**config.mk**
```make
export PLATFORM = sky130hd
export DESIGN_NAME = bma_datapath
export DESIGN_NICKNAME = d
export VERILOG_FILES = /design/src/bma_pkg.sv /design/src/bma_datapath.sv
export SDC_FILE = /design/constraint.sdc
export NUM_CORES = 2
export LEC_CHECK = 0
export ABC_AREA = 1
export ABC_CLOCK_PERIOD_IN_PS = 7300
export BUFFER_PORTS_ARGS = -buffer_cell sky130_fd_sc_hd__clkbuf_2
export CAP_MARGIN = 20
export CORE_UTILIZATION = 55
export CTS_CLUSTER_DIAMETER = 30
export DETAILED_ROUTE_END_ITERATION = 6
export GPL_TIMING_DRIVEN = 0
export PLACE_DENSITY = 0.75
export SLEW_MARGIN = 20
export SYNTH_ARGS = -nofsm -noshare
export SYNTH_HDL_FRONTEND = slang
export SYNTH_SLANG_ARGS = --single-unit
export TNS_END_PERCENT = 20
```
**constraint.sdc**
```tcl
create_clock -name aclk -period 7.3 [get_ports aclk]
set_input_delay 1.095 -clock aclk [delete_from_list [all_inputs] [get_ports aclk]]
set_output_delay 1.095 -clock aclk [all_outputs]
set_load 0.01 [all_outputs]
```
**src/bma_pkg.sv**
```systemverilog
// ----------------------------------------------------------------------------
// bma_pkg
// Shared constants and types for the boxcar moving-average filter.
// ----------------------------------------------------------------------------
`default_nettype none

package bma_pkg;

    // Window depth and sample width
    localparam int WINDOW_MAX  = 1024;
    localparam int SAMPLE_BITS = 24;

    // Derived widths
    localparam int ADDR_W  = (WINDOW_MAX > 1) ? $clog2(WINDOW_MAX) : 1;
    localparam int EFF_W   = $clog2(WINDOW_MAX + 1);
    localparam int SUM_W   = SAMPLE_BITS + EFF_W;

    // Register field widths and fixed point format
    localparam int WL_W      = 11;
    localparam int RECIP_W   = 25;
    localparam int FRAC_BITS = 24;
    localparam int HI_W      = SUM_W - FRAC_BITS;

    // Configuration port
    localparam int CFG_INDEX_W = 8;
    localparam int CFG_DATA_W  = 32;

    // Register indexes
    localparam logic [CFG_INDEX_W-1:0] REG_WINDOW_LENGTH = CFG_INDEX_W'(0);
    localparam logic [CFG_INDEX_W-1:0] REG_LENGTH_RECIP  = CFG_INDEX_W'(1);

    // Reset values
    localparam logic [WL_W-1:0]    WL_RESET    = WL_W'(1);
    localparam logic [RECIP_W-1:0] RECIP_RESET = RECIP_W'(1 << FRAC_BITS);

    // Per-request info handed from window control to the datapath
    typedef struct packed {
        logic signed [SAMPLE_BITS-1:0] x;        // new sample
        logic signed [SAMPLE_BITS-1:0] alt_old;  // value used when entry is unwritten
        logic                          from_mem; // evicted value comes from RAM
        logic                          prime;    // first request after clear
        logic signed [SUM_W-1:0]       prime_sum;// x * window length
    } bma_item_t;

endpackage

`default_nettype wire

```
**src/bma_datapath.sv**
```systemverilog
// ----------------------------------------------------------------------------
// bma_datapath
// Running sum update and scaling pipeline with per-stage flow control.
// ----------------------------------------------------------------------------
`default_nettype none

module bma_datapath (
    input  wire logic                                aclk,
    input  wire logic                                aresetn,
    input  wire logic                                accept,
    output logic                                     in_ready,
    input  wire bma_pkg::bma_item_t                  item,
    input  wire logic [bma_pkg::SAMPLE_BITS-1:0]     rdata,
    input  wire logic [bma_pkg::RECIP_W-1:0]         recip,
    output logic                                     out_valid,
    input  wire logic                                out_ready,
    output logic signed [bma_pkg::SAMPLE_BITS-1:0]   out_avg
);

    import bma_pkg::*;

    localparam int PHI_W = HI_W + RECIP_W;
    localparam int PLO_W = FRAC_BITS + RECIP_W;
    localparam int Q_W   = PHI_W + 1;
    localparam logic [Q_W-1:0] SMAX_Q =
        Q_W'((64'd1 << (SAMPLE_BITS - 1)) - 64'd1);
    localparam logic [Q_W-1:0] SMIN_MAG_Q = SMAX_Q + Q_W'(1);

    // stage 1: request with RAM read in flight
    logic                          v1_reg;
    bma_item_t                     it1_reg;
    // stage 2: updated sum
    logic                          v2_reg;
    logic signed [SUM_W-1:0]       s2_reg;
    // stage 3: sign and magnitude split
    logic                          v3_reg;
    logic                          neg3_reg;
    logic [HI_W-1:0]               hi3_reg;
    logic [FRAC_BITS-1:0]          lo3_reg;
    // stage 4: partial products
    logic                          v4_reg;
    logic                          neg4_reg;
    logic [PHI_W-1:0]              phi4_reg;
    logic [PLO_W-1:0]              plo4_reg;
    // output register
    logic                          vo_reg;
    logic signed [SAMPLE_BITS-1:0] avg_reg, avg_next;

    logic signed [SUM_W-1:0]       sum_reg, sum_next;
    logic signed [SAMPLE_BITS-1:0] old_val;
    logic [SUM_W-1:0]              mag;
    logic [Q_W-1:0]                q;

    logic free_o, free4, free3, free2, free1;
    logic adv1;

    // Flow control: a stage loads when it is empty or draining
    assign free_o = !vo_reg || out_ready;
    assign free4  = !v4_reg || free_o;
    assign free3  = !v3_reg || free4;
    assign free2  = !v2_reg || free3;
    assign free1  = !v1_reg || free2;
    assign adv1   = v1_reg && free2;
    assign in_ready = free1;

    // Running sum: add new sample, drop evicted one
    always_comb begin
        old_val  = it1_reg.from_mem ? signed'(rdata) : it1_reg.alt_old;
        sum_next = (it1_reg.prime ? it1_reg.prime_sum : sum_reg)
                   + SUM_W'(it1_reg.x) - SUM_W'(old_val);
    end

    // Magnitude of the sum
    assign mag = s2_reg[SUM_W-1] ? SUM_W'(-s2_reg) : SUM_W'(s2_reg);

    // Combine partial products, saturate, restore sign
    always_comb begin
        q = Q_W'(phi4_reg) + Q_W'(plo4_reg >> FRAC_BITS);
        if (neg4_reg) begin
            if (q > SMIN_MAG_Q) begin
                avg_next = {1'b1, {(SAMPLE_BITS-1){1'b0}}};
            end else begin
                avg_next = -signed'(q[SAMPLE_BITS-1:0]);
            end
        end else begin
            if (q > SMAX_Q) begin
                avg_next = {1'b0, {(SAMPLE_BITS-1){1'b1}}};
            end else begin
                avg_next = signed'(q[SAMPLE_BITS-1:0]);
            end
        end
    end

    // Valid bits and running sum
    always_ff @(posedge aclk) begin
        if (!aresetn) begin
            v1_reg  <= 1'b0;
            v2_reg  <= 1'b0;
            v3_reg  <= 1'b0;
            v4_reg  <= 1'b0;
            vo_reg  <= 1'b0;
            sum_reg <= '0;
        end else begin
            if (free1)  v1_reg <= accept;
            if (free2)  v2_reg <= adv1;
            if (free3)  v3_reg <= v2_reg;
            if (free4)  v4_reg <= v3_reg;
            if (free_o) vo_reg <= v4_reg;
            if (adv1)   sum_reg <= sum_next;
        end
    end

    // Stage payloads
    always_ff @(posedge aclk) begin
        if (free1 && accept) begin
            it1_reg <= item;
        end
        if (free2 && adv1) begin
            s2_reg <= sum_next;
        end
        if (free3 && v2_reg) begin
            neg3_reg <= s2_reg[SUM_W-1];
            hi3_reg  <= mag[SUM_W-1:FRAC_BITS];
            lo3_reg  <= mag[FRAC_BITS-1:0];
        end
        if (free4 && v3_reg) begin
            neg4_reg <= neg3_reg;
            phi4_reg <= PHI_W'(hi3_reg) * PHI_W'(recip);
            plo4_reg <= PLO_W'(lo3_reg) * PLO_W'(recip);
        end
        if (free_o && v4_reg) begin
            avg_reg <= avg_next;
        end
    end

    assign out_valid = vo_reg;
    assign out_avg   = avg_reg;

    // A held stage-1 request must not see a new RAM read
    a_no_read_over_held: assert property (@(posedge aclk) disable iff (!aresetn)
        (v1_reg && !adv1) |-> !accept)
        else $error("RAM read issued over a held request");

    // Stalled result is not replaced
    a_out_hold: assert property (@(posedge aclk) disable iff (!aresetn)
        (vo_reg && !out_ready) |=> (vo_reg && $stable(avg_reg)))
        else $error("pending result changed");

    // A priming request never takes its evicted value from the window store
    a_prime_alone: assert property (@(posedge aclk) disable iff (!aresetn)
        (adv1 && it1_reg.prime && it1_reg.from_mem) |-> 1'b0)
        else $error("priming request reads the window store");

endmodule

`default_nettype wire

```
==> flow_results.xml <==
<?xml version="1.0" encoding="UTF-8"?>
<metrics>
  <group name="setup_path">
    <metric name="worstSetupPathType" unit="">in -&gt; reg</metric>
    <metric name="crit_buf_inv" unit="">6</metric>
    <metric name="worst_path_largest_cell_delay" unit="ns">0.59</metric>
    <metric name="critical_path_arrival" unit="ns">7.59</metric>
    <metric name="crit_fanout" unit="">10</metric>
    <metric name="reg2reg_depth" unit="">23</metric>
    <metric name="cp_top_family" unit="">adder cells</metric>
    <metric name="worst-path-stages" unit="">22</metric>
    <metric name="crit_chain" unit="">clkbuf_2 -&gt; buf_6 -&gt; nand2_1 -&gt; fa_1 -&gt; fa_1 -&gt; inv_1 -&gt; fa_1 -&gt; fa_1 -&gt; fa_1 -&gt; fa_1 -&gt; inv_1 -&gt; fa_1 -&gt; inv_1 -&gt; ha_1 -&gt; a21oi_1 -&gt; inv_1 -&gt; a31oi_1 -&gt; o21ai_0 -&gt; a21oi_1 -&gt; o221ai_4 -&gt; a21oi_2 -&gt; xor2_2</metric>
    <metric name="cp_data_required_time" unit="ns">7.72</metric>
    <metric name="crit_path_top_delay_cell" unit="">sky130_fd_sc_hd__fa_1</metric>
    <metric name="critPathMostFrequentCell" unit="">sky130_fd_sc_hd__fa_1</metric>
    <metric name="end_kind" unit="">register</metric>
    <metric name="timing.reg2reg.setup_slack" unit="ns">0.13</metric>
    <metric name="setup.worst_path.start_class" unit="">primary input</metric>
  </group>
  <group name="final_layout">
    <metric name="nFillCells" unit="">7293</metric>
    <metric name="final_core_utilization" unit="%">61.63</metric>
    <metric name="multi_input_gate_area" unit="sq um">30740</metric>
    <metric name="largest_register_ff_count" unit="">85</metric>
    <metric name="post_synthesis_to_final_layout_area_growth" unit="%">10.96</metric>
    <metric name="fraction_of_layout_instances_using_a_drive_strength_above_1" unit="%">8.469</metric>
    <metric name="final-seq-area" unit="sq um">8068</metric>
    <metric name="num-nets-final" unit="">7139</metric>
    <metric name="post-route-cell-area" unit="sq um">50520</metric>
  </group>
  <group name="synthesis">
    <metric name="synth.yosys.seq_area_share" unit="%">17.72</metric>
    <metric name="synth_nets" unit="">6926</metric>
    <metric name="synth-adder-area-share" unit="%">41.20</metric>
    <metric name="synth_top_family_by_area" unit="">adder cells</metric>
    <metric name="synth_cell_types" unit="">57</metric>
    <metric name="synthesis.area_per_instance" unit="sq um">7.940</metric>
    <metric name="ffs_w_async_s_r_synth" unit="%">0</metric>
    <metric name="postSynthRegisterBits" unit="">282</metric>
    <metric name="synth.area.mux_share" unit="%">0.6787</metric>
    <metric name="netlist.top_cell.by_area" unit="">sky130_fd_sc_hd__fa_1</metric>
    <metric name="synthDominantCellAreaShare" unit="%">32.71</metric>
    <metric name="synth.area.top_cells" unit="">sky130_fd_sc_hd__fa_1 33%, sky130_fd_sc_hd__edfxtp_1 16%, sky130_fd_sc_hd__inv_1 13%</metric>
    <metric name="synth_simple_gate_area_share" unit="%">17.18</metric>
    <metric name="synth-xor-area-share" unit="%">2.597</metric>
    <metric name="synth_compound_gate_area_share" unit="%">5.562</metric>
    <metric name="synth_enable_flop_cells" unit="">242</metric>
    <metric name="synth_flop_cell" unit="">sky130_fd_sc_hd__edfxtp_1</metric>
    <metric name="synthesis.yosys.warnings" unit="">0</metric>
    <metric name="synth.cell_area" unit="sq um">45530</metric>
    <metric name="netlist_instances" unit="">5735</metric>
  </group>
  <group name="floorplanning">
    <metric name="design.die.area" unit="sq um">83950</metric>
    <metric name="fp.dieW" unit="um">289.7</metric>
    <metric name="initial_core_util" unit="%">55.54</metric>
    <metric name="boundaryPins" unit="">164</metric>
    <metric name="die_height" unit="um">289.7</metric>
    <metric name="num_rows" unit="">105</metric>
    <metric name="fp.coreArea" unit="sq um">81980</metric>
  </group>
  <group name="min_path">
    <metric name="holdPathStages" unit="">0</metric>
    <metric name="hp-class" unit="">reg -&gt; reg</metric>
  </group>
  <group name="global_route">
    <metric name="via_count_of_the_first_global_routing_pass" unit="">38830</metric>
    <metric name="number_of_antenna_violations_at_the_first_check_in_global_routing" unit="">8</metric>
    <metric name="track_usage" unit="%">35.33</metric>
    <metric name="maximum_number_of_pins_on_one_net_before_global_route_repair" unit="">62</metric>
    <metric name="grt_pass1_wl" unit="um">219600</metric>
    <metric name="gr-total-overflow" unit="">0</metric>
  </group>
  <group name="clocking">
    <metric name="clkTransAtPathRegs" unit="ns">0.05</metric>
    <metric name="number_of_buffers_between_clock_root_and_the_deepest_sink" unit="">3</metric>
    <metric name="cts_tree" unit="">done</metric>
    <metric name="worst_skew_pair.late_latency" unit="ns">0.64</metric>
    <metric name="clock_sinks" unit="">282</metric>
    <metric name="cts_root_buf" unit="">sky130_fd_sc_hd__clkbuf_16</metric>
    <metric name="cts_buffers" unit="">58</metric>
    <metric name="htree_num_levels" unit="">2</metric>
    <metric name="count_of_hold_fix_buffers_inserted_at_cts" unit="">0</metric>
  </group>
  <group name="status">
    <metric name="run_status" unit="">finished, violations left</metric>
    <metric name="violations" unit="">DRC</metric>
  </group>
  <group name="sta">
    <metric name="timing.final.max_slew_violations" unit="">0</metric>
    <metric name="period_share" unit="%">98.25</metric>
    <metric name="worst_slew_margin_rel" unit="%">41.83</metric>
    <metric name="skew" unit="ns">0.02016</metric>
    <metric name="unrepaired_setup_endpoints_after_global_routing" unit="">yes</metric>
    <metric name="setup_violations" unit="">0</metric>
    <metric name="post-route-min-period" unit="ns">7.172</metric>
    <metric name="worstMarginPinSlew" unit="ns">0.8726</metric>
    <metric name="max_freq" unit="MHz">139.4</metric>
    <metric name="finalHoldWorstSlack" unit="ns">0.4434</metric>
    <metric name="final-hold-violation-count" unit="">0</metric>
  </group>
  <group name="job">
    <metric name="max-cap-violations" unit="">0</metric>
  </group>
  <group name="place">
    <metric name="dpl_cell_area" unit="sq um">47740</metric>
    <metric name="final_hpwl_dp" unit="um">119300</metric>
    <metric name="place_congestion" unit="">1.031</metric>
    <metric name="port_buffers" unit="">138</metric>
  </group>
  <group name="route">
    <metric name="route.detailed.vias_per_inst" unit="">5.373</metric>
    <metric name="wl_per_cell" unit="um">20.27</metric>
    <metric name="final_antenna_net_count" unit="">0</metric>
    <metric name="detail_route.drc_violations" unit="">1</metric>
    <metric name="final_wl" unit="um">143400</metric>
    <metric name="drtIter0Drc" unit="">3410</metric>
    <metric name="dr.pass1.iters" unit="">7</metric>
    <metric name="dr_total_vias" unit="">38010</metric>
  </group>
</metrics>
==> synthesized netlist by cell type, drive strengths merged, types with 5 or more instances <==
cell type  count
inv         1588
nand2       1447
fa           744
ha           309
nor2         270
a21oi        242
edfxtp       242
clkbuf       217
nand3        126
o21ai        126
xor2          88
nor3          49
xnor2         47
dfxtp         40
nand4         30
a31oi         28
mux2          23
buf           15
a21o          14
o21bai        12
nor4          11
o21a          10
nand3b         8
a21boi         6
o211ai         6
or2            6
mux2i          5
==> layout make-up <==
type / instances / share of cell area, %
antenna: 5 / 0.02476
buffer: 211 / 2.580
clock buffer: 58 / 2.873
clock inverter: 52 / 1.124
inverter: 1591 / 11.83
multi-input combinational: 3630 / 60.85
sequential: 282 / 15.97
tap: 1070 / 2.650
timing repair buffer: 174 / 2.105
==> timing repair <==
action / CTS / global route
endpoints found under the setup margin: 25 / 18
setup buffers: 12 / 17
pin swaps: 1 / 2
gates resized for setup: 161 / 217
==> per-layer routing <==
layer  share of wire (%)  track usage, %  up-vias
met1                  38           43.37    18300
met5               0.045               0        -
met3                 9.7           8.626      493
met2                  45           55.80     1863
met4                 7.6           22.76       10
li1                    -               -    17340
==> worst register-to-register path, cell delays in order (launching register included) <==
cell and delay (ns):
sky130_fd_sc_hd__edfxtp_1 0.63, sky130_fd_sc_hd__buf_2 0.42, sky130_fd_sc_hd__nand2_1 0.12, sky130_fd_sc_hd__fa_1 0.51
sky130_fd_sc_hd__inv_1 0.06, sky130_fd_sc_hd__fa_1 0.49, sky130_fd_sc_hd__inv_1 0.06, sky130_fd_sc_hd__fa_1 0.52
sky130_fd_sc_hd__fa_1 0.52, sky130_fd_sc_hd__inv_1 0.06, sky130_fd_sc_hd__fa_1 0.49, sky130_fd_sc_hd__fa_1 0.49
sky130_fd_sc_hd__inv_1 0.05, sky130_fd_sc_hd__fa_1 0.57, sky130_fd_sc_hd__inv_1 0.07, sky130_fd_sc_hd__ha_1 0.34
sky130_fd_sc_hd__a21oi_1 0.16, sky130_fd_sc_hd__inv_1 0.07, sky130_fd_sc_hd__a31oi_1 0.24, sky130_fd_sc_hd__o21ai_0 0.15
sky130_fd_sc_hd__a21oi_1 0.23, sky130_fd_sc_hd__o221ai_4 0.17, sky130_fd_sc_hd__a21oi_2 0.21, sky130_fd_sc_hd__xor2_2 0.32
==> worst paths after layout <==
| path | startpoint | end |
|---|---|---|
| setup / recovery | recip[11] | plo4_reg[45]$_DFFE_PP_ |
| hold / removal | neg3_reg$_DFFE_PP_ | neg4_reg$_DFFE_PP_ |
| setup reg to reg | lo3_reg[5]$_DFFE_PP_ | plo4_reg[45]$_DFFE_PP_ |
| hold reg to reg | neg3_reg$_DFFE_PP_ | neg4_reg$_DFFE_PP_ |
==> kinds of logic (layout without fill, tap and decap cells) <==
kind of cell,Yosys count,in the layout
buffers and inverters,1823,2086
DFF,282,282
xor gates and xnor gates,135,135
muxes,28,28
and+or+nand+nor,1952,1952
AOI/OAI and AO/OA,462,462
adders and majority gates,1053,1053
other,0,5
==> cell usage in the layout, fill, tap and decap left out, types with 14 or more instances in the layout <==
cell	instances
sky130_fd_sc_hd__nor3_1	45
sky130_fd_sc_hd__xnor2_1	46
sky130_fd_sc_hd__clkbuf_4	29
sky130_fd_sc_hd__buf_4	40
sky130_fd_sc_hd__nor2_1	255
sky130_fd_sc_hd__fa_1	744
sky130_fd_sc_hd__xor2_1	82
sky130_fd_sc_hd__edfxtp_1	242
sky130_fd_sc_hd__mux2_2	23
sky130_fd_sc_hd__a31oi_1	28
sky130_fd_sc_hd__nand3_1	120
sky130_fd_sc_hd__buf_6	30
sky130_fd_sc_hd__nand2_1	1435
sky130_fd_sc_hd__clkbuf_1	61
sky130_fd_sc_hd__a21oi_1	239
sky130_fd_sc_hd__clkbuf_2	193
sky130_fd_sc_hd__ha_1	306
sky130_fd_sc_hd__a21o_1	14
sky130_fd_sc_hd__nand4_1	29
sky130_fd_sc_hd__o21ai_0	123
sky130_fd_sc_hd__clkbuf_16	58
sky130_fd_sc_hd__inv_1	1583
sky130_fd_sc_hd__dfxtp_1	40
==> stage by stage <==
| stage | TNS, ns | instances | worst slack (ns) |
|---|---|---|---|
| 3_3_place_gp | -33.61 | 6943 | -1.673 |
| 5_1_grt | -0.1259 | 7070 | -0.06015 |
| 4_1_cts | 0 | 7061 | 0.0006608 |
| 2_1_floorplan | 0 | 5735 | 0.1558 |
| 3_5_place_dp | -35.41 | 6950 | -1.713 |
| 6_report | 0 | 7073 | 0.1281 |
Power is left out: the tool's default activity adds up to more than one toggle a clock period on the data nets, which glitch-free logic cannot reach.
