==> src/bma_pkg.sv <==
// ----------------------------------------------------------------------------
// bma_pkg
// Shared constants and types for the boxcar moving-average filter.
// ----------------------------------------------------------------------------
`default_nettype none

package bma_pkg;

    // Window depth and sample width
    localparam int WINDOW_MAX  = 1024;
    localparam int SAMPLE_BITS = 24;

    // Derived widths
    localparam int ADDR_W  = (WINDOW_MAX > 1) ? $clog2(WINDOW_MAX) : 1;
    localparam int EFF_W   = $clog2(WINDOW_MAX + 1);
    localparam int SUM_W   = SAMPLE_BITS + EFF_W;

    // Register field widths and fixed point format
    localparam int WL_W      = 11;
    localparam int RECIP_W   = 25;
    localparam int FRAC_BITS = 24;
    localparam int HI_W      = SUM_W - FRAC_BITS;

    // Configuration port
    localparam int CFG_INDEX_W = 8;
    localparam int CFG_DATA_W  = 32;

    // Register indexes
    localparam logic [CFG_INDEX_W-1:0] REG_WINDOW_LENGTH = CFG_INDEX_W'(0);
    localparam logic [CFG_INDEX_W-1:0] REG_LENGTH_RECIP  = CFG_INDEX_W'(1);

    // Reset values
    localparam logic [WL_W-1:0]    WL_RESET    = WL_W'(1);
    localparam logic [RECIP_W-1:0] RECIP_RESET = RECIP_W'(1 << FRAC_BITS);

    // Per-request info handed from window control to the datapath
    typedef struct packed {
        logic signed [SAMPLE_BITS-1:0] x;        // new sample
        logic signed [SAMPLE_BITS-1:0] alt_old;  // value used when entry is unwritten
        logic                          from_mem; // evicted value comes from RAM
        logic                          prime;    // first request after clear
        logic signed [SUM_W-1:0]       prime_sum;// x * window length
    } bma_item_t;

endpackage

`default_nettype wire

==> src/bma_ctrl.sv <==
// ----------------------------------------------------------------------------
// bma_ctrl
// Window control: config registers, ring pointer, fill count, priming and
// RAM write/read addressing for each accepted sample.
// ----------------------------------------------------------------------------
`default_nettype none

module bma_ctrl (
    input  wire logic                               aclk,
    input  wire logic                               aresetn,
    // config write
    input  wire logic                               cfg_we,
    input  wire logic [bma_pkg::CFG_INDEX_W-1:0]    cfg_index,
    input  wire logic [bma_pkg::CFG_DATA_W-1:0]     cfg_data,
    // sample request
    input  wire logic                               accept,
    input  wire logic signed [bma_pkg::SAMPLE_BITS-1:0] sample,
    // RAM access
    output logic                                    ram_we,
    output logic [bma_pkg::ADDR_W-1:0]              ram_addr,
    // to datapath
    output bma_pkg::bma_item_t                      item,
    output logic [bma_pkg::RECIP_W-1:0]             recip
);

    import bma_pkg::*;

    logic [WL_W-1:0]    wl_reg;
    logic [RECIP_W-1:0] recip_reg;
    logic [ADDR_W-1:0]  wp_reg,     wp_next;
    logic [EFF_W-1:0]   filled_reg, filled_next;
    logic               primed_reg;
    logic signed [SAMPLE_BITS-1:0] prime_val_reg;

    logic [EFF_W-1:0]   eff_len;
    logic [ADDR_W-1:0]  pos;
    logic [EFF_W-1:0]   pos_ext;
    logic [EFF_W-1:0]   filled_cur;
    logic signed [SUM_W-1:0] x_ext;
    logic signed [SUM_W-1:0] len_ext;

    // Effective length: zero counts as one, clamp at the window depth
    always_comb begin
        if (wl_reg == '0) begin
            eff_len = EFF_W'(1);
        end else if (wl_reg > WINDOW_MAX) begin
            eff_len = EFF_W'(WINDOW_MAX);
        end else begin
            eff_len = EFF_W'(wl_reg);
        end
    end

    // Position of this request, restarting at zero on priming
    always_comb begin
        if (!primed_reg) begin
            pos        = '0;
            filled_cur = '0;
        end else begin
            pos        = wp_reg;
            filled_cur = filled_reg;
        end
        if (EFF_W'(pos) >= eff_len) begin
            pos = '0;
        end
        pos_ext = EFF_W'(pos);

        if (pos_ext >= filled_cur) begin
            filled_next = pos_ext + EFF_W'(1);
        end else begin
            filled_next = filled_cur;
        end
        if (pos_ext + EFF_W'(1) >= eff_len) begin
            wp_next = '0;
        end else begin
            wp_next = pos + ADDR_W'(1);
        end
    end

    // Priming sum
    assign x_ext   = SUM_W'(sample);
    assign len_ext = signed'(SUM_W'(eff_len));

    always_comb begin
        item.x         = sample;
        item.alt_old   = primed_reg ? prime_val_reg : sample;
        item.from_mem  = pos_ext < filled_cur;
        item.prime     = !primed_reg;
        item.prime_sum = x_ext * len_ext;
    end

    assign ram_we   = accept;
    assign ram_addr = pos;
    assign recip    = recip_reg;

    // Control state and config registers
    always_ff @(posedge aclk) begin
        if (!aresetn) begin
            wl_reg        <= WL_RESET;
            recip_reg     <= RECIP_RESET;
            wp_reg        <= '0;
            filled_reg    <= '0;
            primed_reg    <= 1'b0;
            prime_val_reg <= '0;
        end else if (cfg_we) begin
            if (cfg_index == REG_WINDOW_LENGTH) begin
                wl_reg     <= cfg_data[WL_W-1:0];
                wp_reg     <= '0;
                filled_reg <= '0;
                primed_reg <= 1'b0;
                prime_val_reg <= '0;
            end else if (cfg_index == REG_LENGTH_RECIP) begin
                recip_reg <= cfg_data[RECIP_W-1:0];
            end
        end else if (accept) begin
            wp_reg     <= wp_next;
            filled_reg <= filled_next;
            primed_reg <= 1'b1;
            if (!primed_reg) begin
                prime_val_reg <= sample;
            end
        end
    end

    // Ring pointer and fill count stay inside the window
    a_wp_in_window: assert property (@(posedge aclk) disable iff (!aresetn)
        primed_reg |-> (EFF_W'(wp_reg) < eff_len))
        else $error("write pointer outside window");

    a_filled_bound: assert property (@(posedge aclk) disable iff (!aresetn)
        filled_reg <= eff_len)
        else $error("fill count exceeds window length");

    // Priming restarts the ring at entry zero
    a_prime_clears: assert property (@(posedge aclk) disable iff (!aresetn)
        (accept && !primed_reg) |=> (filled_reg == EFF_W'(1)))
        else $error("priming did not restart the ring");

endmodule

`default_nettype wire

==> config.mk <==
export PLATFORM = sky130hd
export DESIGN_NAME = bma_ctrl
export DESIGN_NICKNAME = d
export VERILOG_FILES = /design/src/bma_pkg.sv /design/src/bma_ctrl.sv
export SDC_FILE = /design/constraint.sdc
export NUM_CORES = 1
export LEC_CHECK = 0
export BUFFER_PORTS_ARGS = -buffer_cell sky130_fd_sc_hd__buf_2
export CAP_MARGIN = 40
export CORE_UTILIZATION = 35
export CTS_CLUSTER_SIZE = 8
export DETAILED_ROUTE_END_ITERATION = 12
export GPL_ROUTABILITY_DRIVEN = 0
export GPL_TIMING_DRIVEN = 0
export PLACE_DENSITY_LB_ADDON = 0.12
export SYNTH_ARGS = -nofsm -noshare
export SYNTH_HDL_FRONTEND = slang
export SYNTH_SLANG_ARGS = --single-unit
export TNS_END_PERCENT = 5
==> constraint.sdc <==
create_clock -name aclk -period 12.15 [get_ports aclk]
set_clock_uncertainty 0.15 [all_clocks]
set_input_delay 0.6075 -clock aclk [delete_from_list [all_inputs] [get_ports aclk]]
set_output_delay 0.6075 -clock aclk [all_outputs]
set_load 0.1 [all_outputs]
==> results of run 1 <==
[worst max path at each step]
stage	startpoint	end	slack (ns)	cells past startpoint
floorplan	wl_reg[10]$_SDFFE_PN0P_	item[34]	4.32	25
global placement	wl_reg[10]$_SDFFE_PN0P_	item[34]	3.72	23
detailed placement	wl_reg[10]$_SDFFE_PN0P_	item[34]	3.80	23
CTS	wl_reg[10]$_SDFFE_PN0P_	item[34]	3.43	23
global route	wl_reg[10]$_SDFFE_PN0P_	item[34]	3.02	23
finish	wl_reg[10]$_SDFFE_PN0P_	item[34]	3.41	23
[cells by family (layout without fill, tap and decap cells)]
| logic type | after synthesis | after routing | synth area share [%] |
|---|---|---|---|
| multiplexers | 24 | 24 | 1.94 |
| AO/OA/AOI/OAI | 188 | 188 | 9.55 |
| flip-flops | 82 | 82 | 11.8 |
| adder cells (fa/ha/maj) | 337 | 337 | 42.7 |
| other | 0 | 2 | 0 |
| XOR/XNOR | 42 | 42 | 2.64 |
| buffers and inverters | 417 | 618 | 12.1 |
| AND/OR/NAND/NOR | 561 | 561 | 19.3 |
[worst max-delay path, stage by stage, from the launching register on]
cell,delay [ns]
dfxtp_1,0.29
buf_2,0.16
nor2b_1,0.64
clkbuf_1,0.68
nand2_1,0.18
fa_1,0.56
inv_1,0.05
fa_1,0.53
inv_1,0.07
fa_1,0.51
fa_1,0.43
fa_1,0.49
inv_1,0.04
ha_1,0.27
buf_6,0.14
a21oi_1,0.17
o22ai_1,0.19
nor4_2,0.86
nor3_2,0.17
nor3_1,0.31
o41ai_1,0.13
a21oi_1,0.18
xnor2_1,0.14
buf_2,0.45
[metrics by stage]
| stage | total power, W | cell area [sq um] |
|---|---|---|
| 5_1_grt | 0.000890 | 15800 |
| 2_1_floorplan | 0.000517 | 13900 |
| 3_5_place_dp | 0.000584 | 15500 |
| 6_report | 0.000853 | 15800 |
| 3_3_place_gp | 0.000583 | 15500 |
| 4_1_cts | 0.000861 | 15800 |
[metal layers]
| metal | part of all wire [%] | vias to the layer above | routed length, um |
|---|---|---|---|
| li1 | - | 5440 | - |
| met1 | 47 | 5632 | 19000 |
| met2 | 46 | 291 | 18800 |
| met3 | 5.6 | 35 | 2290 |
| met4 | 1.5 | 0 | 626 |
| met5 | 0 | - | 0 |
[layout make-up]
| type | instances | area (sq um) | area share (%) |
|---|---|---|---|
| flip-flops and latches | 82 | 1640 | 10.4 |
| repair buffers | 185 | 933 | 5.91 |
| inverters | 304 | 1140 | 7.22 |
| well taps | 518 | 648 | 4.10 |
| clock buffers | 10 | 229 | 1.45 |
| plain buffers | 113 | 538 | 3.41 |
| diodes | 2 | 5.00 | 0.0317 |
| clock inverters | 6 | 66.3 | 0.420 |
| multi-input cells | 1152 | 10600 | 67.1 |
[power by group through the flow]
stage	clock (W)	combinational, W	sequential, W
after floorplan	0	0.000236	0.000281
after global placement	0	0.000302	0.000281
after detailed placement	0	0.000303	0.000281
after CTS	0.000282	0.000304	0.000275
after global routing	0.000293	0.000322	0.000275
final	0.000276	0.000302	0.000275
[layout by cell type, fill, tap and decap left out, types with 9 or more instances in the layout]
| cell type | count |
|---|---|
| fa_1 | 230 |
| a22o_1 | 12 |
| clkbuf_16 | 9 |
| clkbuf_1 | 81 |
| dfxtp_1 | 82 |
| nand3_1 | 43 |
| nand2b_1 | 11 |
| a21oi_1 | 35 |
| ha_1 | 107 |
| nand2_1 | 286 |
| nor2b_1 | 23 |
| o21ai_0 | 18 |
| buf_4 | 29 |
| o21a_1 | 10 |
| mux2_2 | 24 |
| inv_1 | 304 |
| xnor2_1 | 36 |
| buf_2 | 183 |
| nor2_1 | 32 |
| a21boi_0 | 59 |
| and2_1 | 130 |
==> impl_metrics.tcl, run 1 <==
set metrics [dict create \
    final_util_pct 40.6 \
    synth_seq_area_share_pct 11.8 \
    worst_setup_path_end_kind "output port" \
    fmax_ghz 0.114 \
    finalSetupTns_ns 0 \
    p_int_w 0.000499 \
    pwr-share-seq_pct 32.2 \
    portBuffers 181 \
    grtUsageMet2_pct 34.3 \
    use_met1_pct 28.6 \
    drt_iter0_drc 512 \
    preCtsSetupSlack_ns 3.80 \
    clock_latency_ns 0.34 \
    yosysWarningCount 0 \
    criticalPathCategory "flip-flop to output port" \
    rr_worst_depth 27 \
    power.share.clock_pct 32.4 \
    fin_cells 2372 \
    r2r-start "wl_reg[10]$_SDFFE_PN0P_" \
    grt_antenna_before_repair 1 \
    ys_seq_elements 82 \
    drt-total-wl_um 40700 \
    synthCells 1651 \
    hold_depth 2 \
    ios 189 \
    path_clk_slew_ns 0.06 \
    yosysMostFrequentCell "inv_1" \
    max_cap_viol_count 0 \
    dr.pass1.iters 6 \
    cp.arrival_ns 7.99 \
    grt_max_degree 15 \
    die_w_um 201 \
    grt_usage_pct 20.7 \
    root_buffer "clkbuf_16" \
    dieArea_sq_mm 0.0406 \
    rr_endpoint "wp_reg[5]$_SDFFE_PN0P_" \
    yosysTopAreaCellShare_pct 33.1 \
    rsz0062_at_grt "no" \
    synth_edf_count 0 \
    avgSynthCellArea_sq_um 8.43 \
    first_global_vias 11953 \
    placed_cells 2354 \
    die_y_um 201 \
    grt_pass1_wl_um 65700 \
    syn-num-nets 2056 \
    path_max_fanout 10 \
    irDropWorstVdd_mv 0.0527 \
    cts_tree "done" \
    antenna_left 0 \
    cts_resized 0 \
    initial_utilization_pct 35.8 \
    swShare_pct 41.5 \
    status "finished, final reports clean" \
    min_from "wp_reg[9]$_SDFFE_PN0P_" \
    synth_ff_type "dfxtp_1" \
    synth_cell_types 63 \
    slew_viol_final 0 \
    cts_hold_buffers 0 \
    h-tree-depth 3 \
    yosysTopAreaCell "fa_1" \
    final_min_period_over_clock_period_pct 72.0 \
    vias 11398 \
    coreArea_sq_mm 0.0389 \
    period_needed_ns 8.74 \
    cts_setup_buffers 0 \
    leakage_nw 7.81 \
    synth_area_leaders "fa_1 (33%), dfxtp_1 (12%), ha_1 (9.6%)" \
    num-fill-cells 4119 \
    nNetsFinal 2252 \
    largest_reg_flops 25 \
    drc 0 \
    rows 72 \
    busiest_layer "met2" \
    comb_power_share_pct 35.4 \
    synth_common_cells "inv_1 (304), nand2_1 (286), fa_1 (230)" \
    hpwlAfterDp_um 33800 \
    areaGrowthSynthToFinish_pct 13.5 \
    r2r_slack_ns 5.11 \
    startpoint_type "flip-flop" \
    clk_path_buf_depth 2 \
    p_sw_w 0.000354 \
    via_per_inst 4.81 \
    tightest_slew_ns 0.963 \
    drive_above_1_share_pct 14.4 \
    numClockSinks 82 \
    power_density_mw_per_mm2 54.0 \
    min_to "wp_reg[9]$_SDFFE_PN0P_" \
    syn_area_sq_mm 0.0139 \
    use_met3_pct 3.01 \
    cp.required_ns 11.39 \
    hold_viol 0 \
    routedWlPerCell_um 17.1 \
    setup_slack_ns 3.41 \
    cts_buffers 9 \
    slew_headroom_pct 35.3 \
    whs_ns 0.310 \
    async_reset_ff_share_pct 0 \
    hp-class "flip-flop to flip-flop" \
    grt-ovfl-total 0 \
    setup_viol 0 \
]
(Power assumes the default switching activity.)
==> inputs of run 2 (changes only) <==
==> constraint.sdc (replaced) <==
create_clock -name aclk -period 7.18 [get_ports aclk]
set_clock_uncertainty 0.15 [all_clocks]
set_input_delay 0.359 -clock aclk [delete_from_list [all_inputs] [get_ports aclk]]
set_output_delay 0.359 -clock aclk [all_outputs]
set_load 0.1 [all_outputs]
==> run 2 against run 1 <==
  * Global-route usage is 0.069 points higher
  * Utilization increased by 1.4 points
  * Critical path type unchanged
  * Wire length up 0.20%
  * Sequential share of layout area fell by 0.35 points
  * Hold slack got worse by 0.22 ns
  * Critical path depth is 2 higher
  * Flip-flop and latch count is the same
  * Largest cell class unchanged
  * Highest routed layer is now met5
==> impl_metrics.tcl, run 2 (synthesis results as in run 1) <==
set metrics [dict create \
    status "finished, final reports clean" \
    slew_headroom_pct 56.7 \
    dpl_cell_area_sq_mm 0.0155 \
    rsz0062_at_grt "yes" \
    drc 0 \
    initial_utilization_pct 35.8 \
    clk_path_buf_depth 2 \
    clock_latency_ns 0.34 \
    path_max_fanout 8 \
    path_clk_slew_ns 0.06 \
    power_density_mw_per_mm2 89.8 \
    swShare_pct 40.3 \
    slew_viol_final 0 \
    grt-ovfl-total 0 \
    power.share.clock_pct 33.1 \
    die_w_um 201 \
    grt_max_degree 14 \
    critical_path_buf_inv_count 9 \
    coreArea_sq_mm 0.0389 \
    first_global_vias 12006 \
    critPathMostFrequentCell "fa_1" \
    numClockSinks 82 \
    period_needed_ns 6.97 \
    grt_pass1_wl_um 65900 \
    fin_area_sq_mm 0.0164 \
    dieArea_sq_mm 0.0406 \
    fmax_ghz 0.144 \
    whs_ns 0.0897 \
    worst_setup_path_end_kind "output port" \
    drive_above_1_share_pct 19.0 \
    leakage_nw 8.10 \
    cp.arrival_ns 6.46 \
    setup_viol 0 \
    startpoint_type "flip-flop" \
    final_cell_mix "inv_1 (301), nand2_1 (284), fa_1 (225)" \
    die_y_um 201 \
    drt-total-wl_um 40700 \
    antenna_left 0 \
    tightest_slew_ns 0.650 \
    h-tree-depth 3 \
    cp.required_ns 6.67 \
    drt_iter0_drc 512 \
    p_sw_w 0.000593 \
    p_int_w 0.000876 \
    cts_hold_buffers 0 \
    hpwlAfterDp_um 33700 \
    grt_usage_pct 20.8 \
    vias 11474 \
    grt_antenna_before_repair 1 \
    comb_power_share_pct 35.2 \
    nNetsFinal 2273 \
    criticalPathCategory "flip-flop to output port" \
    ios 189 \
    placed_cells 2354 \
    pwr-share-seq_pct 31.7 \
    fin_cells 2391 \
    num-fill-cells 4011 \
    areaGrowthSynthToFinish_pct 17.6 \
    preCtsSetupSlack_ns -0.890 \
    rows 72 \
    root_buffer "clkbuf_16" \
    setup_slack_ns 0.215 \
    largest_reg_flops 25 \
    max_cap_viol_count 0 \
    hold_viol 0 \
    dr.pass1.iters 5 \
    cts_tree "done" \
    final_common_cell "inv_1" \
    portBuffers 181 \
    routedWlPerCell_um 17.0 \
    irDropWorstVdd_mv 0.0870 \
    hp-class "input port to flip-flop" \
    path_delay_family "adder cells" \
    max_stage_delay_ns 0.58 \
    num_antenna_cells 0 \
    final_min_period_over_clock_period_pct 97.0 \
    critPathSlowestCell "or4b_4" \
    via_per_inst 4.80 \
    cts_buffers 9 \
]
run 2: changes by cell type in the layout (fill, tap and decap cells not counted), moves of 7 or more:
cell and delta:
buf_6 +9, nor2b_1 -9, clkbuf_4 +8, ha_1 -7, clkbuf_2 +7, nor2b_4 +8, buf_4 +25, clkbuf_1 -30
run 2: final cells by class:
cell class / instances / area (sq um) / area share [%]
clock inverters: 4 / 48.8 / 0.298
repair buffers: 208 / 1140 / 6.97
plain buffers: 111 / 678 / 4.15
well taps: 518 / 648 / 3.96
multi-input cells: 1152 / 10800 / 66.0
clock buffers: 12 / 267 / 1.63
flip-flops and latches: 82 / 1640 / 10.0
inverters: 304 / 1140 / 6.98
run 2: metrics by stage:
stage | utilization, % | setup TNS, ns | power [W]
floorplan | - | -1.44 | 0.000876
detailed placement | 39.8 | -6.90 | 0.000989
finish | 42.0 | 0 | 0.00147
CTS | 41.3 | 0 | 0.00148
global placement | 39.8 | -9.50 | 0.000987
global route | 42.0 | -0.0499 | 0.00154
run 2: worst paths after layout:
kind | slack, ns | start | cells after the start | to
setup / recovery | 0.21 | wl_reg[10]$_SDFFE_PN0P_ | 25 | item[33]
hold / removal | 0.09 | cfg_data[24] | 3 | recip[24]$_SDFFE_PN1P_
setup reg to reg | 0.77 | primed_reg$_SDFFE_PN0P_ | 26 | wp_reg[5]$_SDFFE_PN0P_
hold reg to reg | 0.31 | wp_reg[9]$_SDFFE_PN0P_ | 2 | wp_reg[9]$_SDFFE_PN0P_
run 2: per-layer routing:
metal	GRT usage (%)	wire, um
met5	0	13
met4	4.79	873
met3	3.30	2350
met2	34.2	18800
met1	28.4	18800
run 2: power by group through the flow:
stage	clock, W	combinational, W	sequential, W
3_3_place_gp	0	0.000512	0.000475
6_report	0.000486	0.000518	0.000465
4_1_cts	0.000496	0.000518	0.000465
3_5_place_dp	0	0.000513	0.000475
2_1_floorplan	0	0.000400	0.000476
5_1_grt	0.000519	0.000552	0.000466
run 2: what timing repair did:
item                                    CTS  global route
buffers inserted                          5            17
pin swaps                                 6            20
cloned                                    0             1
endpoints found under the setup margin   19            22
gates resized for setup                  75            61
run 2: worst register-to-register path: cells and delay by family, from the launching register on:
kind	cells	cell delay, ns
AOI/OAI and AO/OA	8	1.44
DFF	1	0.36
adders and majority gates	3	0.86
xor gates and xnor gates	1	0.15
and+or+nand+nor	8	1.46
buffers and inverters	6	1.92
