### src/bma_ram.sv
// ----------------------------------------------------------------------------
// bma_ram
// Simple dual-port RAM, one write and one registered read port, read-first.
// ----------------------------------------------------------------------------
`default_nettype none

module bma_ram #(
    parameter int WIDTH = 8,
    parameter int DEPTH = 16
) (
    input  wire logic                                     aclk,
    input  wire logic                                     we,
    input  wire logic [((DEPTH > 1) ? $clog2(DEPTH) : 1)-1:0] waddr,
    input  wire logic [WIDTH-1:0]                         wdata,
    input  wire logic                                     re,
    input  wire logic [((DEPTH > 1) ? $clog2(DEPTH) : 1)-1:0] raddr,
    output logic      [WIDTH-1:0]                         rdata
);

    logic [WIDTH-1:0] mem [DEPTH];

    // Read returns the old contents on a same-address write
    always_ff @(posedge aclk) begin
        if (we) begin
            mem[waddr] <= wdata;
        end
        if (re) begin
            rdata <= mem[raddr];
        end
    end

endmodule

`default_nettype wire

### config.mk
export PLATFORM = sky130hd
export DESIGN_NAME = bma_ram
export DESIGN_NICKNAME = d
export VERILOG_FILES = /design/src/bma_ram.sv
export SDC_FILE = /design/constraint.sdc
export NUM_CORES = 1
export LEC_CHECK = 0
export BUFFER_PORTS_ARGS = -buffer_cell sky130_fd_sc_hd__clkbuf_2
export CAP_MARGIN = 20
export CORE_ASPECT_RATIO = 0.9
export CORE_MARGIN = 4
export CORE_UTILIZATION = 55
export CTS_CLUSTER_SIZE = 28
export DETAILED_ROUTE_END_ITERATION = 10
export PLACE_DENSITY = 0.77
export SYNTH_ARGS = -nofsm -noshare
export SYNTH_HDL_FRONTEND = slang
export SYNTH_SLANG_ARGS = --single-unit
export TNS_END_PERCENT = 30
### constraint.sdc
create_clock -name aclk -period 2.9 [get_ports aclk]
set_clock_uncertainty 0.2 [all_clocks]
set_input_delay 0.725 -clock aclk [delete_from_list [all_inputs] [get_ports aclk]]
set_output_delay 0.725 -clock aclk [all_outputs]
set_load 0.02 [all_outputs]
==> results of run 1 <==
[cells by family (layout without fill, tap and decap cells)]
logic type	after synthesis	in the layout	synth area share
muxes	32	32	0.148
AOI/OAI and AO/OA	16	16	0.0230
and+or+nand+nor	35	35	0.0314
DFF	136	136	0.781
buffers and inverters	10	76	0.0165
[power breakdown]
part / leakage [nW] / internal (mW) / total (mW) / switching (mW)
clock network: 0.261 / 1.19 / 1.91 / 0.719
logic: 0.583 / 0.0852 / 0.206 / 0.121
registers: 1.24 / 2.22 / 2.23 / 0.0132
total: 2.08 / 3.49 / 4.35 / 0.853
[flip-flops by register name, indices dropped and copies added (netlist names)]
| register | cells |
|---|---|
| mem | 128 |
| rdata | 8 |
[area by class of cell]
type,count,area [um^2]
clock buffer,18,418
clock inverter,14,114
fill,592,3090
multi-input combinational,83,1060
sequential,136,4080
tap,122,153
timing repair buffer,44,290
[stage by stage]
step | power, mW | util | setup slack [ns] | std cells
2_1_floorplan | 2.39 | - | 0.482 | 229
3_3_place_gp | 2.47 | 0.606 | 0.377 | 385
3_5_place_dp | 2.48 | 0.606 | 0.345 | 385
4_1_cts | 4.39 | 0.664 | 0.814 | 417
5_1_grt | 4.50 | 0.664 | 0.796 | 417
6_report | 4.35 | 0.664 | 0.828 | 417
[synthesized netlist by cell type (all sizes together)]
| master | instances |
|---|---|
| a22oi | 16 |
| mux4 | 32 |
| nand2b | 2 |
| or3b | 1 |
| buf | 7 |
| and2b | 1 |
| nand2 | 9 |
| clkdlybuf4s25 | 3 |
| nor2 | 13 |
| nor3 | 4 |
| nand3b | 2 |
| edfxtp | 136 |
| nor2b | 1 |
| and2 | 1 |
| nand3 | 1 |
[routing by layer]
layer  track usage  vias up
met5             0        -
met4        0.0540        0
met3        0.0768        4
met2         0.285       84
met1         0.267     1250
li1              -     1091
[final timing paths]
check	startpoint	slack [ns]	cells after the start	to
worst min register to register	mem[14][3]	0.55	3	rdata[3]
worst max register to register	mem[1][2]	1.12	3	rdata[2]
worst max-delay path	raddr[0]	0.83	5	rdata[2]
worst min-delay path	re	0.43	1	rdata[1]
[critical path: stages]
cell	delay, ns
sky130_fd_sc_hd__clkbuf_2	0.10
sky130_fd_sc_hd__buf_12	0.25
sky130_fd_sc_hd__mux4_1	0.61
sky130_fd_sc_hd__a22oi_1	0.30
sky130_fd_sc_hd__nand2_1	0.12
==> key figures, run 1 <==
Pwr
  • Worst VDD drop: 0.554 mV
  • Power per Cell Area: 711 mW/mm^2
  • P_leak: 2.08 nW

Cells and area
  • Fin nets: 301
  • Post-layout instance area: 0.00612 mm^2
  • Layout cell share with drive strength beyond 1: 0.295
  • Most common cell after layout, fill and taps aside: sky130_fd_sc_hd__edfxtp_1
  • Post-synthesis to final-layout area growth: 17.0%
  • Highest-count cells in the layout ignoring fill and taps: 136 x sky130_fd_sc_hd__edfxtp_1, 26 x sky130_fd_sc_hd__clkbuf_2, 18 x sky130_fd_sc_hd__mux4_2
  • Antenna fix cells: 0

Die
  • Die area: 0.0111 mm^2
  • Starting density of the core: 0.568
  • Number of core rows: 33
  • Die Y-Extent: 100 um
  • I/O Pins: 27
  • Floorplan Core Area: 0.00921 mm^2
  • Die X: 111 um

Routing
  • Routed via count: 2429
  • Remaining antenna violation count after routing: 0
  • Via count normalized by instance count: 5.82
  • Total length of routed wires: 9580 um
  • DRT iter0 DRCs: 243
  • Sum of met2 wire segment lengths after detailed routing: 4650 um
  • Number of remaining DRC errors: 0
  • Top routing layer in use: met4
  • Routed met1 length: 4260 um
  • Length of the first detailed-routing pass in iterations: 4
  • Met3 WL post-DR: 612 um
  • Routed wire per std cell: 23.0 um

Timing
  • Final hold slack: 0.426 ns
  • Final Slew Violations: 0
  • Unrepaired setup endpoints after global routing: no
  • Final-layout setup total negative slack: 0 ns
  • Tightest slew margin relative to the limit: 0.490
  • Period utilization: 0.714
  • Actual slew at the worst max-slew pin: 0.762 ns
  • Number of endpoints with negative hold slack in the final report: 0
  • Shortest period the worst path allows: 2.07 ns
  • Highest Clock Rate: 483 MHz
  • Total of endpoints with negative setup slack in the final report: 0

Clock network
  • Clock root buffer: sky130_fd_sc_hd__clkbuf_8
  • Clock latency of the later-clocked register in the worst-skew pair: 0.52 ns
  • Post-CTS Setup Inserts: 0
  • # clock sinks: 136
  • CTS-repair resized insts: 0
  • CTS clock-pin slew for the worst setup and hold paths: 0.06 ns
  • H-tree levels: 4
  • Maximum root-to-sink buffer count: 2
  • CTS tree: done
  • Hold-fix buffer count after cts: 0
  • Total CTS buffers: 17

Critical path
  • Data required, critical path: 2.95 ns
  • Worst setup path category: input pin to flip-flop
  • Worst Path Arrival: 2.13 ns
  • Type of destination of the critical path: flip-flop
  • Maximum fanout encountered on the critical timing path: 32
  • Launching element type of the critical path: input pin

Logic synthesis
  • Yosys cell types: 18
  • Cells after synthesis: 229
  • Share of the synthesized area in the top cell type: 0.781
  • Dominant cells by area after synthesis: sky130_fd_sc_hd__edfxtp_1 78%, sky130_fd_sc_hd__mux4_2 7.8%, sky130_fd_sc_hd__mux4_1 7.0%
  • Count of state elements after synthesis: 136
  • Syn_nets: 248
  • Area of the mapped netlist: 0.00523 mm^2
  • Cell accounting for the most synthesized area: sky130_fd_sc_hd__edfxtp_1
  • Seq/Total Area, Yosys: 0.781
  • Synthesized area per cell: 22.8 um^2
  • Yosys warnings: 0

Global route
  • Pin count of the biggest net entering global routing: 33
  • Overall track demand over capacity in global routing: 0.191
  • Via count of the first global-routing pass: 2477
  • Remaining global-route overflow: 0
  • Initial antenna violation count: 0
  • Wire length of the first global-routing pass: 15000 um

Flow run
  • Max capacitance violation total: 0

Placement
  • Estimated wirelength of the detail-placed design: 5820 um
  • Total placed instance area: 0.00558 mm^2
  • Weighted congestion reported at the end of routability-driven placement: 0.733
  • IO buf count: 26

Status
  • Outcome: completed

Worst hold path
  • Tightest Hold Check Type: input pin to flip-flop
Power figures use the tool's default switching activity.
==> inputs of run 2 (changes only) <==
--- a/config.mk
+++ b/config.mk
@@ -5,6 +5,7 @@
 export SDC_FILE = /design/constraint.sdc
 export NUM_CORES = 1
 export LEC_CHECK = 0
+export ABC_AREA = 1
 export BUFFER_PORTS_ARGS = -buffer_cell sky130_fd_sc_hd__clkbuf_2
 export CAP_MARGIN = 20
 export CORE_ASPECT_RATIO = 0.9
==> constraint.sdc (replaced) <==
create_clock -name aclk -period 2 [get_ports aclk]
set_clock_uncertainty 0.2 [all_clocks]
set_input_delay 0.5 -clock aclk [delete_from_list [all_inputs] [get_ports aclk]]
set_output_delay 0.5 -clock aclk [all_outputs]
set_load 0.02 [all_outputs]
==> key figures, run 2 <==
Logic synthesis
  • Seq/Total Area, Yosys: 0.698
  • Area of the mapped netlist: 0.00585 mm^2
  • Yosys warnings: 0
  • Top FF cell, synth: sky130_fd_sc_hd__edfxtp_1
  • Dominant cells by area after synthesis: sky130_fd_sc_hd__edfxtp_1 70%, sky130_fd_sc_hd__nand2_1 11%, sky130_fd_sc_hd__nand3_1 8.3%
  • Cell accounting for the most synthesized area: sky130_fd_sc_hd__edfxtp_1
  • Count of state elements after synthesis: 136
  • Syn_nets: 570
  • Share of the synthesized area in the top cell type: 0.698
  • Most instantiated cells after synthesis: 173 x sky130_fd_sc_hd__nand2_1, 136 x sky130_fd_sc_hd__edfxtp_1, 100 x sky130_fd_sc_hd__inv_1
  • Yosys cell types: 11
  • Synthesized area per cell: 10.6 um^2
  • Proportion of register bits with asynchronous set or reset after synthesis: 0
  • Count of flip-flops with a built-in enable after synthesis: 136
  • Most frequent cell after synthesis: sky130_fd_sc_hd__nand2_1
  • Cells after synthesis: 551

Die
  • Floorplan Core Area: 0.0103 mm^2
  • Number of core rows: 35
  • Die area: 0.0123 mm^2
  • Die X: 117 um
  • I/O Pins: 27
  • Starting density of the core: 0.568
  • Die Y-Extent: 106 um

Critical path
  • Top Family by Delay on Critical Path: flip-flops
  • Worst setup path category: flip-flop to output pin
  • Maximum fanout encountered on the critical timing path: 1
  • Critical Path Max Stage Delay: 0.42 ns
  • Type of destination of the critical path: output pin
  • Worst Path Arrival: 1.01 ns
  • Critical Path Slowest Stage Cell: sky130_fd_sc_hd__edfxtp_1
  • Buffers and inverters on the worst path: 1
  • Data required, critical path: 1.30 ns
  • Launching element type of the critical path: flip-flop
  • Minimum setup slack among reg-to-reg paths: 0.65 ns
  • Cell-by-cell trace of the critical path: clkbuf_2

Global route
  • Global-route track usage on met2: 0.346
  • Initial antenna violation count: 0
  • Remaining global-route overflow: 0
  • Pin count of the biggest net entering global routing: 65
  • Met1 track utilization from global routing: 0.305
  • Most Used Layer, Global Route: met2
  • Met3 GRT Util: 0.0557
  • Overall track demand over capacity in global routing: 0.223
  • Via count of the first global-routing pass: 3892
  • Wire length of the first global-routing pass: 20300 um

Placement
  • IO buf count: 26
  • Worst slack after detailed placement: 0.119 ns
  • Estimated wirelength of the detail-placed design: 7760 um
  • Cell count after placement: 705
  • Weighted congestion reported at the end of routability-driven placement: 0.843

Timing
  • Final Slew Violations: 0
  • Total of endpoints with negative setup slack in the final report: 0
  • Actual slew at the worst max-slew pin: 0.591 ns
  • Tightest slew margin relative to the limit: 0.605
  • Post-route worst setup slack: 0.287 ns
  • Period utilization: 0.857
  • Final-layout setup total negative slack: 0 ns
  • Number of endpoints with negative hold slack in the final report: 0
  • Shortest period the worst path allows: 1.71 ns
  • Unrepaired setup endpoints after global routing: no
  • Highest Clock Rate: 584 MHz

Cells and area
  • Highest-count cells in the layout ignoring fill and taps: 173 x sky130_fd_sc_hd__nand2_1, 136 x sky130_fd_sc_hd__edfxtp_1, 100 x sky130_fd_sc_hd__inv_1
  • Core occupancy in the finished layout: 0.660
  • Most common cell after layout, fill and taps aside: sky130_fd_sc_hd__nand2_1
  • Layout cell share with drive strength beyond 1: 0.132
  • Flip-flop count of the largest register after layout: 128
  • Antenna fix cells: 0
  • Largest register by flop count: mem
  • Largest registers ranked by flip-flop count: mem x128, rdata x8
  • Post-synthesis to final-layout area growth: 16.2%
  • Layout Cells excl Fill: 737
  • Fin nets: 614

Pwr
  • Overall power: 6.84 mW
  • Power per Cell Area: 1010 mW/mm^2
  • P_leak: 2.96 nW
  • Worst VDD drop: 0.684 mV

Clock network
  • Total CTS buffers: 17
  • H-tree levels: 4
  • CTS tree: done
  • Clock latency of the later-clocked register in the worst-skew pair: 0.41 ns
  • CTS-repair resized insts: 0
  • CTS clock-pin slew for the worst setup and hold paths: 0.06 ns
  • Clock root buffer: sky130_fd_sc_hd__clkbuf_16
  • Post-CTS Setup Inserts: 0
  • # clock sinks: 136
  • Hold-fix buffer count after cts: 0
  • Maximum root-to-sink buffer count: 2

Routing
  • Routed wire per std cell: 17.5 um
  • Length of the first detailed-routing pass in iterations: 5
  • Total length of routed wires: 12900 um
  • DRT iter0 DRCs: 476
  • Remaining antenna violation count after routing: 0
  • Routed via count: 3988
  • Number of remaining DRC errors: 0
  • Via count normalized by instance count: 5.41

Status
  • Outcome: completed

Flow run
  • Max capacitance violation total: 0

Worst hold path
  • Tightest Hold Check Type: input pin to flip-flop
run 2: changes by cell type after synthesis, sizes merged, moves of 3 or more:
cell           before  now
nand3               1   97
clkdlybuf4s25       3    0
nor2               13   17
mux4               32    0
nor3                4    0
inv                 0  102
buf                 7   24
a22oi              16    0
nand2               9  173
run 2: kinds of logic after synthesis:
group | after synthesis | synth area share
buffers and inverters | 126 | 0.0939
DFF | 136 | 0.698
and+or+nand+nor | 289 | 0.208
run 2: layer usage:
metal  vias to the layer above  share of wire  wire, um
li1                       1873              -         -
met1                      1883           0.41      5290
met2                       207           0.49      6240
met3                        25          0.083      1070
met4                         0          0.020       261
met5                         -              0         0
run 2: cell type report:
type                       count  area, um^2
clock buffer                  18         429
sequential                   136        4080
clock inverter                14         181
multi-input combinational    289        1210
inverter                     102         383
timing repair buffer          49         340
tap                          129         161
fill                         728        3500
run 2: path summary, 6_finish.rpt:
kind | startpoint | to | cells past startpoint
worst max-delay path | rdata[6] | rdata[6] | 1
worst min-delay path | re | rdata[2] | 1
worst max register to register | mem[15][0] | rdata[0] | 6
worst min register to register | mem[2][1] | rdata[1] | 6
run 2: where the power goes:
part	total, mW	internal, mW	leakage [nW]	switching, mW
registers	3.23	3.21	1.24	0.0209
logic	0.396	0.118	1.43	0.278
clock network	3.21	2.07	0.287	1.14
run 2: worst register-to-register path, stage by stage, from the launching register on:
cell and delay [ns]:
sky130_fd_sc_hd__edfxtp_1 0.37, sky130_fd_sc_hd__inv_1 0.06, sky130_fd_sc_hd__nand2_1 0.05, sky130_fd_sc_hd__nand3_1 0.13, sky130_fd_sc_hd__nand3_1 0.10, sky130_fd_sc_hd__nand3_1 0.14
sky130_fd_sc_hd__nand2_1 0.06
run 2: metrics by stage:
step	hold WS, ns	cell area [um^2]
finish	0.280	6790
global route	0.307	6790
CTS	0.289	6790
detailed placement	0.549	6180
global placement	0.529	6180
floorplan	0.399	5850
==> inputs of run 3 (changes only) <==
--- a/config.mk
+++ b/config.mk
@@ -10,10 +10,10 @@
 export CAP_MARGIN = 20
 export CORE_ASPECT_RATIO = 0.9
 export CORE_MARGIN = 4
-export CORE_UTILIZATION = 55
+export CORE_UTILIZATION = 48
 export CTS_CLUSTER_SIZE = 28
 export DETAILED_ROUTE_END_ITERATION = 10
-export PLACE_DENSITY = 0.77
+export PLACE_DENSITY = 0.69
 export SYNTH_ARGS = -nofsm -noshare
 export SYNTH_HDL_FRONTEND = slang
 export SYNTH_SLANG_ARGS = --single-unit
==> key figures, run 3 (same netlist as run 2, synthesis figures left out) <==
Routing
  • Routed wire per std cell: 17.4 um
  • Number of remaining DRC errors: 0
  • Via count normalized by instance count: 5.08
  • Routed via count: 3890
  • Remaining antenna violation count after routing: 0
  • Length of the first detailed-routing pass in iterations: 5
  • DRT iter0 DRCs: 361
  • Total length of routed wires: 13300 um

Timing
  • Actual slew at the worst max-slew pin: 0.591 ns
  • Post-route worst setup slack: 0.291 ns
  • Tightest slew margin relative to the limit: 0.605
  • Total of endpoints with negative setup slack in the final report: 0
  • Final hold slack: 0.289 ns
  • Unrepaired setup endpoints after global routing: no
  • Number of endpoints with negative hold slack in the final report: 0
  • Shortest period the worst path allows: 1.71 ns
  • Highest Clock Rate: 585 MHz
  • Final-layout setup total negative slack: 0 ns
  • Final Slew Violations: 0
  • Period utilization: 0.854

Global route
  • Wire length of the first global-routing pass: 21200 um
  • Initial antenna violation count: 0
  • Overall track demand over capacity in global routing: 0.198
  • Pin count of the biggest net entering global routing: 39
  • Remaining global-route overflow: 0
  • Via count of the first global-routing pass: 3765

Die
  • Starting density of the core: 0.501
  • Die Y-Extent: 113 um
  • Die X: 124 um
  • Floorplan Core Area: 0.0117 mm^2
  • Die area: 0.0140 mm^2
  • Number of core rows: 37
  • I/O Pins: 27

Cells and area
  • Number of fill cells: 971
  • Layout cell share with drive strength beyond 1: 0.130
  • Post-synthesis to final-layout area growth: 16.3%
  • Largest registers ranked by flip-flop count: mem x128, rdata x8
  • Antenna fix cells: 0
  • Largest register by flop count: mem
  • Post-layout instance area: 0.00680 mm^2
  • Layout Cells excl Fill: 766
  • Most common cell after layout, fill and taps aside: sky130_fd_sc_hd__nand2_1
  • Fin nets: 616
  • Highest-count cells in the layout ignoring fill and taps: 173 x sky130_fd_sc_hd__nand2_1, 136 x sky130_fd_sc_hd__edfxtp_1, 100 x sky130_fd_sc_hd__inv_1
  • Core occupancy in the finished layout: 0.583
  • Flip-flop count of the largest register after layout: 128

Clock network
  • H-tree levels: 4
  • Clock root buffer: sky130_fd_sc_hd__clkbuf_16
  • Clock latency of the later-clocked register in the worst-skew pair: 0.41 ns
  • Total CTS buffers: 17
  • CTS tree: done
  • Post-CTS Setup Inserts: 0
  • Hold-fix buffer count after cts: 0
  • Maximum root-to-sink buffer count: 2
  • CTS clock-pin slew for the worst setup and hold paths: 0.06 ns
  • # clock sinks: 136
  • CTS-repair resized insts: 0

Critical path
  • Type of destination of the critical path: output pin
  • Buffers and inverters on the worst path: 1
  • Launching element type of the critical path: flip-flop
  • Worst setup path category: flip-flop to output pin
  • Data required, critical path: 1.30 ns
  • Top Family by Delay on Critical Path: flip-flops
  • Cell-by-cell trace of the critical path: clkbuf_2
  • Critical Path Max Stage Delay: 0.42 ns
  • Worst Path Arrival: 1.01 ns
  • Maximum fanout encountered on the critical timing path: 1
  • Critical Path Slowest Stage Cell: sky130_fd_sc_hd__edfxtp_1

Pwr
  • Net switching share of the total power: 0.209
  • Overall power: 6.66 mW
  • P_leak: 2.96 nW
  • Net switching component of the power: 1.39 mW
  • Worst VDD drop: 0.783 mV
  • Clock Power Share: 0.453
  • Power per Cell Area: 980 mW/mm^2
  • Sequential cell fraction of total power: 0.485
  • Part of the total power dissipated in combinational logic: 0.062
  • P_int: 5.27 mW

Placement
  • IO buf count: 26
  • Weighted congestion reported at the end of routability-driven placement: 0.842
  • Worst slack after detailed placement: 0.0371 ns
  • Cell count after placement: 734
  • Total placed instance area: 0.00623 mm^2
  • Estimated wirelength of the detail-placed design: 8390 um

Flow run
  • Max capacitance violation total: 0

Status
  • Outcome: completed

Worst hold path
  • Tightest Hold Check Type: input pin to flip-flop
[run 3: cell count changes in the layout (fill, tap and decap cells not counted)]
cell / before / now
sky130_fd_sc_hd__clkbuf_1: 1 / 4
sky130_fd_sc_hd__buf_4: 20 / 22
sky130_fd_sc_hd__bufinv_16: 4 / 3
sky130_fd_sc_hd__clkinvlp_4: 4 / 1
sky130_fd_sc_hd__clkinv_4: 1 / 0
sky130_fd_sc_hd__clkinv_2: 3 / 5
[run 3: power groups by stage]
stage | logic (mW) | clock network, mW | registers, mW
floorplan | 0.225 | 0 | 3.30
global placement | 0.401 | 0 | 3.29
detailed placement | 0.410 | 0 | 3.29
CTS | 0.412 | 3.06 | 3.23
global route | 0.456 | 3.21 | 3.24
finish | 0.411 | 3.02 | 3.23
[run 3: path summary, 6_finish.rpt]
| path | cells past startpoint | from | to | slack, ns |
|---|---|---|---|---|
| min | 1 | re | rdata[7] | 0.29 |
| max reg2reg | 6 | mem[15][2] | rdata[2] | 0.64 |
| min reg2reg | 6 | mem[12][5] | rdata[5] | 0.55 |
| max | 1 | rdata[6] | rdata[6] | 0.29 |
[run 3: routing by layer]
metal  wire [um]  up-vias  global-route usage  part of all wire
li1            -     1874                   -                 -
met1        6120     1826               0.293              0.46
met2        5910      172               0.284              0.44
met3        1000       18              0.0514             0.075
met4         272        0              0.0752             0.020
met5           0        -                   0                 0
[run 3: final cells by class]
class                           instances  area, um^2  share of cell area
Sequential cell                       136        4080               0.600
Multi-Input combinational cell        289        1210               0.178
Clock buffer                           21         440              0.0648
Inverter                              102         383              0.0563
Timing Repair Buffer                   51         355              0.0522
Tap cell                              156         195              0.0287
Clock inverter                         11         130              0.0191
